==> config.mk <==
export PLATFORM = sky130hd
export DESIGN_NAME = sorted_key_map_binary_search_core
export DESIGN_NICKNAME = d
export VERILOG_FILES = /design/src/rtl/core/skm_pkg.sv /design/src/rtl/core/sorted_key_map_binary_search_core.sv
export VERILOG_INCLUDE_DIRS = /design/src /design/src/rtl/core
export SDC_FILE = /design/constraint.sdc
export NUM_CORES = 1
export LEC_CHECK = 0
export BUFFER_PORTS_ARGS = -buffer_cell sky130_fd_sc_hd__clkbuf_2
export CAP_MARGIN = 20
export CORE_ASPECT_RATIO = 1.25
export CORE_UTILIZATION = 40
export CTS_CLUSTER_SIZE = 16
export DETAILED_ROUTE_END_ITERATION = 6
export PLACE_DENSITY_LB_ADDON = 0.05
export SYNTH_ARGS = -nofsm -noshare
export SYNTH_HDL_FRONTEND = slang
export SYNTH_SLANG_ARGS = --single-unit
==> constraint.sdc <==
create_clock -name clk -period 11 [get_ports clk]
set_clock_uncertainty 0.2 [all_clocks]
set_input_delay 0 -clock clk [delete_from_list [all_inputs] [get_ports clk]]
set_output_delay 0 -clock clk [all_outputs]
set_load 0.02 [all_outputs]
==> src/rtl/core/assert_macros.svh <==
// Assertion helper macros for the sorted key map core.
// Needs clk and rst_n in the scope where a macro is used.
`ifndef ASSERT_MACROS_SVH
`define ASSERT_MACROS_SVH

// Same-cycle implication, disabled in reset.
`define SKM_ASSERT_IMP(lbl, ante, cons, msg) \
  lbl: assert property (@(posedge clk) disable iff (!rst_n) (ante) |-> (cons)) \
    else $error(msg);

// Next-cycle implication, disabled in reset.
`define SKM_ASSERT_NXT(lbl, ante, cons, msg) \
  lbl: assert property (@(posedge clk) disable iff (!rst_n) (ante) |=> (cons)) \
    else $error(msg);

`endif

==> src/rtl/core/skm_pkg.sv <==
// Package for the sorted key map core: item types, operation codes,
// sequencer states and default sizes. No dependencies.
package skm_pkg;

  localparam int DEFAULT_TABLE_DEPTH = 16;
  localparam int DEFAULT_KEY_BITS    = 32;
  localparam int FIELD_KEY_W         = 32;
  localparam int VAL_W               = 32;

  typedef enum logic [1:0] {
    OP_LOOKUP     = 2'd0,
    OP_REGISTER   = 2'd1,
    OP_UNREGISTER = 2'd2
  } op_t;

  typedef struct packed {
    op_t                    operation;
    logic [FIELD_KEY_W-1:0] key;
    logic [VAL_W-1:0]       mapped_type;
  } in_item_t;

  typedef struct packed {
    logic             found;
    logic [VAL_W-1:0] stored_value;
    logic [VAL_W-1:0] resolved_type;
    logic             status;
  } out_item_t;

  typedef enum logic [2:0] {
    ST_IDLE,
    ST_PROBE,
    ST_CMP,
    ST_SHIFT,
    ST_INS,
    ST_DONE
  } state_t;

endpackage

==> src/rtl/core/sorted_key_map_binary_search_core.sv <==
// Sorted key/value map core: binary-search lookup, ordered insert, unregister.
// Depends on skm_pkg and assert_macros.svh.
//
// Usage:
//   in channel (in_valid/in_stall/in_data) carries one operation per item:
//   lookup, register or unregister. out channel (out_valid/out_stall/out_data)
//   returns exactly one result item per input item, in order.
//   in_stall is high while an item is being worked on; one item at a time.
//   The search makes at most clog2(TABLE_DEPTH)+1 probes. A register that
//   inserts a new key at position pos first moves entries pos up to the
//   count one place up, then writes the new key and value at pos.
//   The search shares one key/value memory read port; each probe is a
//   registered read, then a compare. The insert shift moves one entry a cycle.
//   The result sits in an output register; if out_stall holds it, a finished
//   item waits before loading it. The next item may be accepted in the cycle
//   that out_valid first goes high, even while that result waits.
//   Reset (rst_n low, synchronous) empties the table and drops any result.
//   Memory contents are not cleared; only entries below the count are read.

module sorted_key_map_binary_search_core #(
  parameter int TABLE_DEPTH = skm_pkg::DEFAULT_TABLE_DEPTH,
  parameter int KEY_BITS    = skm_pkg::DEFAULT_KEY_BITS
) (
  input  logic               clk,
  input  logic               rst_n,
  input  logic               in_valid,
  output logic               in_stall,
  input  skm_pkg::in_item_t  in_data,
  output logic               out_valid,
  input  logic               out_stall,
  output skm_pkg::out_item_t out_data
);
  import skm_pkg::*;
  `include "assert_macros.svh"

  localparam int AW = $clog2(TABLE_DEPTH);
  localparam int CW = $clog2(TABLE_DEPTH + 1);

  // storage
  logic [KEY_BITS-1:0] key_mem [TABLE_DEPTH];
  logic [VAL_W-1:0]    val_mem [TABLE_DEPTH];
  logic [KEY_BITS-1:0] rd_key_r;
  logic [VAL_W-1:0]    rd_val_r;

  // control
  state_t          state_r, state_nxt;
  logic [CW-1:0]   cnt_r, cnt_nxt;
  logic            out_valid_r, out_valid_nxt;
  logic            wr_pend_r, wr_pend_nxt;

  // datapath
  op_t                 op_r, op_nxt;
  logic [KEY_BITS-1:0] key_r, key_nxt;
  logic [VAL_W-1:0]    mapped_r, mapped_nxt;
  logic [CW-1:0]       lo_r, lo_nxt;
  logic [CW-1:0]       hi_r, hi_nxt;
  logic [CW-1:0]       mid_r, mid_nxt;
  logic [CW-1:0]       pos_r, pos_nxt;
  logic [CW-1:0]       i_r, i_nxt;
  logic [AW-1:0]       wa_r, wa_nxt;
  logic                res_found_r, res_found_nxt;
  logic [VAL_W-1:0]    res_value_r, res_value_nxt;
  logic                res_status_r, res_status_nxt;
  out_item_t           out_data_r, out_data_nxt;

  // memory port
  logic [AW-1:0]       rd_addr;
  logic                key_we, val_we;
  logic [AW-1:0]       wr_addr;
  logic [KEY_BITS-1:0] wr_key;
  logic [VAL_W-1:0]    wr_val;

  // helpers
  logic [63:0]         key_in_wide;
  logic [KEY_BITS-1:0] key_in_m;
  logic [63:0]         key_r_ext;
  logic [CW-1:0]       mid;
  logic [CW-1:0]       i_dec;

  assign key_in_wide = {32'b0, in_data.key};
  assign key_in_m    = key_in_wide[KEY_BITS-1:0];
  assign key_r_ext   = 64'(key_r);
  assign mid         = lo_r + ((hi_r - lo_r) >> 1);
  assign i_dec       = i_r - 1'b1;

  assign in_stall  = (state_r != ST_IDLE);
  assign out_valid = out_valid_r;
  assign out_data  = out_data_r;

  always_comb begin
    state_nxt      = state_r;
    cnt_nxt        = cnt_r;
    wr_pend_nxt    = 1'b0;
    op_nxt         = op_r;
    key_nxt        = key_r;
    mapped_nxt     = mapped_r;
    lo_nxt         = lo_r;
    hi_nxt         = hi_r;
    mid_nxt        = mid_r;
    pos_nxt        = pos_r;
    i_nxt          = i_r;
    wa_nxt         = wa_r;
    res_found_nxt  = res_found_r;
    res_value_nxt  = res_value_r;
    res_status_nxt = res_status_r;
    out_data_nxt   = out_data_r;
    out_valid_nxt  = out_valid_r && out_stall;
    rd_addr        = mid[AW-1:0];
    key_we         = 1'b0;
    val_we         = 1'b0;
    wr_addr        = pos_r[AW-1:0];
    wr_key         = key_r;
    wr_val         = mapped_r;

    unique case (state_r)
      ST_IDLE: begin
        if (in_valid) begin
          op_nxt     = in_data.operation;
          key_nxt    = key_in_m;
          mapped_nxt = in_data.mapped_type;
          lo_nxt     = '0;
          hi_nxt     = cnt_r;
          state_nxt  = ST_PROBE;
        end
      end
      ST_PROBE: begin
        if (lo_r < hi_r) begin
          mid_nxt   = mid;
          state_nxt = ST_CMP;
        end else begin
          // key absent; lo is the insertion point
          res_found_nxt  = 1'b0;
          res_value_nxt  = '0;
          res_status_nxt = 1'b0;
          pos_nxt        = lo_r;
          state_nxt      = ST_DONE;
          if (op_r == OP_REGISTER) begin
            if (cnt_r < CW'(TABLE_DEPTH)) begin
              i_nxt         = cnt_r;
              res_value_nxt = mapped_r;
              state_nxt     = ST_SHIFT;
            end else begin
              res_status_nxt = 1'b1;
            end
          end
        end
      end
      ST_CMP: begin
        if (rd_key_r == key_r) begin
          res_found_nxt  = 1'b1;
          res_status_nxt = 1'b0;
          wr_addr        = mid_r[AW-1:0];
          state_nxt      = ST_DONE;
          unique case (op_r)
            OP_REGISTER: begin
              val_we        = 1'b1;
              wr_val        = mapped_r;
              res_value_nxt = mapped_r;
            end
            OP_UNREGISTER: begin
              val_we        = 1'b1;
              wr_val        = '0;
              res_value_nxt = '0;
            end
            default: begin
              res_value_nxt = rd_val_r;
            end
          endcase
        end else if (key_r < rd_key_r) begin
          hi_nxt    = mid_r;
          state_nxt = ST_PROBE;
        end else begin
          lo_nxt    = mid_r + 1'b1;
          state_nxt = ST_PROBE;
        end
      end
      ST_SHIFT: begin
        // read entry i-1 while the entry read last cycle lands one place up
        if (wr_pend_r) begin
          key_we  = 1'b1;
          val_we  = 1'b1;
          wr_addr = wa_r;
          wr_key  = rd_key_r;
          wr_val  = rd_val_r;
        end
        if (i_r > pos_r) begin
          rd_addr     = i_dec[AW-1:0];
          wr_pend_nxt = 1'b1;
          wa_nxt      = i_r[AW-1:0];
          i_nxt       = i_dec;
        end else begin
          state_nxt = ST_INS;
        end
      end
      ST_INS: begin
        key_we    = 1'b1;
        val_we    = 1'b1;
        cnt_nxt   = cnt_r + 1'b1;
        state_nxt = ST_DONE;
      end
      ST_DONE: begin
        if (!out_valid_r || !out_stall) begin
          out_valid_nxt              = 1'b1;
          out_data_nxt.found         = res_found_r;
          out_data_nxt.stored_value  = res_value_r;
          out_data_nxt.resolved_type = (res_value_r != '0) ? res_value_r
                                                           : key_r_ext[VAL_W-1:0];
          out_data_nxt.status        = res_status_r;
          state_nxt                  = ST_IDLE;
        end
      end
      default: begin
        state_nxt = ST_IDLE;
      end
    endcase
  end

  always_ff @(posedge clk) begin
    if (!rst_n) begin
      state_r     <= ST_IDLE;
      cnt_r       <= '0;
      out_valid_r <= 1'b0;
      wr_pend_r   <= 1'b0;
    end else begin
      state_r     <= state_nxt;
      cnt_r       <= cnt_nxt;
      out_valid_r <= out_valid_nxt;
      wr_pend_r   <= wr_pend_nxt;
    end
  end

  always_ff @(posedge clk) begin
    op_r         <= op_nxt;
    key_r        <= key_nxt;
    mapped_r     <= mapped_nxt;
    lo_r         <= lo_nxt;
    hi_r         <= hi_nxt;
    mid_r        <= mid_nxt;
    pos_r        <= pos_nxt;
    i_r          <= i_nxt;
    wa_r         <= wa_nxt;
    res_found_r  <= res_found_nxt;
    res_value_r  <= res_value_nxt;
    res_status_r <= res_status_nxt;
    out_data_r   <= out_data_nxt;
  end

  always_ff @(posedge clk) begin
    if (key_we) begin
      key_mem[wr_addr] <= wr_key;
    end
    if (val_we) begin
      val_mem[wr_addr] <= wr_val;
    end
    rd_key_r <= key_mem[rd_addr];
    rd_val_r <= val_mem[rd_addr];
  end

  `SKM_ASSERT_IMP(a_cnt_bound, 1'b1, cnt_r <= CW'(TABLE_DEPTH), "entry count above depth")
  `SKM_ASSERT_NXT(a_ins_count, state_r == ST_INS, cnt_r == $past(cnt_r) + 1'b1, "count stuck")
  `SKM_ASSERT_IMP(a_shift_range, state_r == ST_SHIFT, i_r >= pos_r, "shift below insert point")
  `SKM_ASSERT_IMP(a_full_hit, out_valid_r && out_data_r.status, !out_data_r.found, "full on hit")

endmodule
* Word-level counts from Yosys, hierarchy flattened
Memories as Yosys holds them, arrays and structs flattened. A register that Yosys moved wholly into a read port is not among the register bits. Index checks and enable logic that the tools add are counted.
Word-level totals: register bits 205, memory bits (writable) 1024, bits of input ports 70, output and inout port bits 68, logic and storage cells 132, memories 2
Operators by class: add/sub/neg operators 5, $lt $le $gt $ge 4, eq/ne operators 19, muxes and demuxes 59, bitwise logic cells 1, reduce and logical (&&, ||, !) cells 22
Memories:
- key_mem | words 16, width 32, rd ports 1, clocked after memory_dff 1, write ports 1, line sorted_key_map_binary_search_core.sv:40 | logic [KEY_BITS-1:0] key_mem [TABLE_DEPTH];
- val_mem | words 16, width 32, rd ports 1, clocked after memory_dff 1, write ports 1, line sorted_key_map_binary_search_core.sv:41 | logic [VAL_W-1:0] val_mem [TABLE_DEPTH];
Operators with widths (number):
- $mux W32 | 10
- $pmux W32 S2 | 3
- $mux W5 | 10
- $eq A32 B32 Y1 | 1
- $lt A32 B32 Y1 | 1
- $reduce_bool A32 Y1 | 1
- $pmux W5 S2 | 3
- $ne A2 B2 Y1 const B | 11
- $mux W3 | 7
- $pmux W3 S6 | 1
- $mux W1 | 16
- $mux W4 | 4
- $reduce_and A2 Y1 | 6
- $add A5 B1 Y5 const B | 2
- $pmux W4 S2 | 1
- $reduce_and A4 Y1 | 2
- $eq A3 B2 Y1 const B | 2
- $eq A3 B3 Y1 const B | 2
- $pmux W1 S2 | 3
- $reduce_and A3 Y1 | 2
- $reduce_bool A2 Y1 | 3
- $add A5 B4 Y5 | 1
- $gt A5 B5 Y1 | 1
- $lt A5 B5 Y1 | 1
- 15 further kinds | 16

* Depth between registers and ports, before layout
word-level depth 7, depth in mapped cells 14, gate-level depth less buffers 13

* Least setup slack after synthesis
OpenSTA, ideal clock, no wires.
path kind register to register, from register state_r[2], to register lo_r[0] (enable), setup time 0.354 ns, arrival 4.459 ns, path slack 5.987 ns, cell stages (with the launch flop) 6, period minus slack after synthesis 5.013 ns, cells stage by stage dfxtp_1 clkbuf_1 or3_1 nor2_1 o21ai_0 a21oi_1
On the way: cells in the longest elaborated chain, start to end 3
Ends and longest elaborated chain:
- start, declared | line sorted_key_map_binary_search_core.sv:46 | state_t state_r, state_nxt;
- start signal, assigned | line sorted_key_map_binary_search_core.sv:225 | state_r <= state_nxt;
- $eq A3 B2 Y1 or $logic_not A3 Y1 (tied branches) | line sorted_key_map_binary_search_core.sv:115 | unique case (state_r)
- $ne A2 B2 Y1 (no source line) or $reduce_bool A2 Y1 (tied branches)
- $reduce_and A4 Y1 (no source line) *
- end signal, assigned | line sorted_key_map_binary_search_core.sv:236 | lo_r <= lo_nxt;
- end, declared | line sorted_key_map_binary_search_core.sv:55 | logic [CW-1:0] lo_r, lo_nxt;
Mark *: on every way between the ends. The rest lies on a longest branch, timed or not. A chain may end at the register's enable or synchronous reset.

* Final worst setup path
from register lo_r[0], to register rd_key_r[12], read port of key_mem
On the way: cells in the longest elaborated chain, start to end 4
Ends and longest elaborated chain:
- $sub A5 B5 Y5 | line sorted_key_map_binary_search_core.sv:83 | assign mid = lo_r + ((hi_r - lo_r) >> 1);
- $add A5 B4 Y5 * | line sorted_key_map_binary_search_core.sv:83
- $mux W4 | line sorted_key_map_binary_search_core.sv:186 | if (i_r > pos_r) begin
- $mux W4 * | line sorted_key_map_binary_search_core.sv:115
- end, declared | line sorted_key_map_binary_search_core.sv:42 | logic [KEY_BITS-1:0] rd_key_r;
Marks and branches as above.

==> results.ini <==
[run_status]
status = finished, final reports clean

[timing]
period_minus_slack_ns = 5.46
period_share_pct = 49.7
drv_slew = 0
rsz0062_at_grt = false
tightest_slew_ns = 1.13
tns_ns = 0
hold_slack_ns = 0.218
finalHoldViolCount = 0
max_freq_ghz = 0.183
setup_viol = 0
slew_headroom_pct = 24.6

[routing]
highest_layer = met4
viasPerCell = 5.60
drtPass1Iterations = 6
route.detailed.wl_per_inst_um = 30.0
via_count = 27600
drt-met1-wl_um = 62400
drtIter0Drc = 2405
met2_wirelength_um = 74200
ant_nets = 0
wl_um = 148000
wl_met3_um = 7530
route.detailed.drc = 0

[cts]
cts_sinks = 1293
worst_skew_pair.late_latency_ns = 0.77
cts_resized = 0
htree_levels = 4
cts_setup_buffers = 0
clk_path_buf_depth = 3
root_buffer = clkbuf_16
clk_pin_slew_ns = 0.06
cts_tree = done
cts_buffers = 135

[grt]
grt_pass1_wl_um = 207000
grt_pass1_vias = 28100
track_usage_pct = 23.4
grt_max_degree = 137
antenna_found_initial = 3
grt-ovfl-total = 0

[placement]
port_buffers = 137
place_area_mm2 = 0.0528
place_congestion = 0.808
hpwl_um = 75200

[final_layout]
stdcell_area_mm2 = 0.0586
antennaDiodeCount = 0
final_util_pct = 47.5
nFillCells = 10500
layout-drive-gt1-share_pct = 14.4
fin_nets = 3331
syn_to_final_growth_pct = 17.6

[run]
drv_cap = 0

[yosys]
ys_seq_area_share_pct = 76.5
async_flop_share_pct = 0
syn_area_per_cell_um2 = 17.4
synth_area_mm2 = 0.0498
synth.distinct_cells = 50
synthFlopType = edfxtp_1
ys_warn_count = 0
synth_edf_count = 1219
synth_fp_nets = 2978
synth_area_leaders = edfxtp_1 (73%), mux2i_1 (11%), o22ai_1 (3.2%), dfxtp_1 (3.0%), ha_1 (1.3%)
yosysTopAreaCell = edfxtp_1
syn_inst = 2855
netlist.area_leader.share_pct = 73.5
ys_ff_latch = 1293

[worst_setup_path]
worstPathRequired_ns = 11.44
cp.arrival_ns = 5.90
crit_type = flip-flop to flip-flop
cp_max_fo = 133
end_kind = flip-flop
cp-start-kind = flip-flop

[floorplanning]
dieHeight_um = 397
floorplan.rows = 144
io_pins = 138
die-width_um = 318
start_util_pct = 40.4
core_mm2 = 0.123
design.die.area_mm2 = 0.126

[worst_hold_path]
hold_class = flip-flop to flip-flop

-- timing repair --
action                                  in CTS  in global routing
hold buffers                               139                  0
endpoints found under the setup margin       0                  0
endpoints found under the hold margin      208                  0
-- through the flow --
step / std cells / setup slack, ns
after global routing: 4926 / 5.30
after floorplan: 2855 / 5.99
after CTS: 4926 / 5.58
after detailed placement: 4538 / 5.62
after global placement: 4537 / 5.65
final: 4926 / 5.54
-- worst max-delay path, cell delays in order, from the launching register on --
cell and delay [ns]:
edfxtp_1 0.45, ha_1 0.25, inv_1 0.07, fa_1 0.41, ha_1 0.21, inv_1 0.09, fa_1 0.48, mux2i_4 0.29
buf_12 0.64, buf_4 0.98, mux2i_1 0.31, o22ai_1 0.11, or4_1 0.54
-- cell usage in the layout, fill, tap and decap left out, drive strengths merged, types with 4 or more instances in the layout --
cell and n:
buf 83, nand2 100, nor2 47, nor2b 9, o21ai 47, nand3b 5
inv 66, edfxtp 1219, dlygate4sd3 139, or4 64, a22o 42, a21oi 39
xnor2 11, nand4 14, and2 10, clkinvlp 5, clkbuf 326, dfxtp 74
nand3 27, mux2i 524, clkinv 40, o21a 8, ha 51, o22ai 256
a21o 47, o221ai 4, nand2b 11, xor2 5, nor4 10, bufinv 7
nor3 4
-- final timing paths --
path,start,endpoint,slack (ns),cells past startpoint
setup / recovery,lo_r[0]$_SDFFCE_PN0P_,rd_key_r[12]$_DFF_P_,5.54,12
hold / removal,res_found_r$_DFFE_PP_,out_data[65]$_DFFE_PP_,0.22,0
setup reg to reg,lo_r[0]$_SDFFCE_PN0P_,rd_key_r[12]$_DFF_P_,5.54,12
hold reg to reg,res_found_r$_DFFE_PP_,out_data[65]$_DFFE_PP_,0.22,0
-- sequential cells by signal (all words and copies together) (netlist names) --
| name | flops |
|---|---|
| cnt_r | 5 |
| hi_r | 5 |
| i_r | 5 |
| key_mem | 512 |
| key_r | 32 |
| lo_r | 5 |
| mapped_r | 32 |
| mid_r | 5 |
| op_r | 2 |
| out_data | 66 |
| out_valid | 1 |
| pos_r | 5 |
| rd_key_r | 32 |
| rd_val_r | 32 |
| res_found_r | 1 |
| res_status_r | 1 |
| res_value_r | 32 |
| state_r | 3 |
| val_mem | 512 |
| wa_r | 4 |
| wr_pend_r | 1 |
-- metal layers --
metal	vias up	global-route usage, %
met5	-	0
met4	0	7.06
met3	191	3.55
met2	846	40.8
met1	14500	30.1
li1	12100	-
-- layout make-up --
class | count | area (um2) | area share, %
Sequential cell | 1293 | 38100 | 65.0
Inverter | 58 | 218 | 0.372
Multi-Input combinational cell | 1361 | 11100 | 19.0
Timing Repair Buffer | 359 | 2740 | 4.67
Tap cell | 1606 | 2010 | 3.43
Clock buffer | 189 | 3870 | 6.61
Clock inverter | 60 | 534 | 0.912
-- synthesized netlist by cell type, types with 2 or more instances --
master and n:
nand3_1 27, and2_1 10, edfxtp_1 1219, ha_1 51, buf_6 24, nand2_2 2, o21ai_0 46, nand3b_1 5
and4_1 2, nand2_1 98, a21boi_0 2, buf_2 54, o221ai_1 4, or2_2 3, or3_1 2, a21o_1 47
nand4_1 14, or4_1 64, mux2i_1 524, a21oi_1 39, buf_4 10, xor2_1 5, a22o_1 42, buf_1 6
nand2b_1 11, clkbuf_1 49, o22ai_1 256, xnor2_1 11, inv_1 58, mux2_2 3, and3_1 2, nor3_1 4
o21a_1 8, nor2b_1 9, fa_1 2, dfxtp_1 74, nor4_1 9, nor2_1 47
-- kinds of logic after synthesis --
| group | Yosys count | synth area share (%) |
|---|---|---|
| compound gates | 453 | 5.88 |
| xor+xnor | 16 | 0.281 |
| fa+ha+maj | 53 | 1.36 |
| buf+inv | 201 | 2.09 |
| flops | 1293 | 76.5 |
| mux | 527 | 10.6 |
| simple gates | 312 | 3.32 |
Power is not shown: default switching activity piles up to over one toggle a cycle in this logic, so the estimate is an artifact.
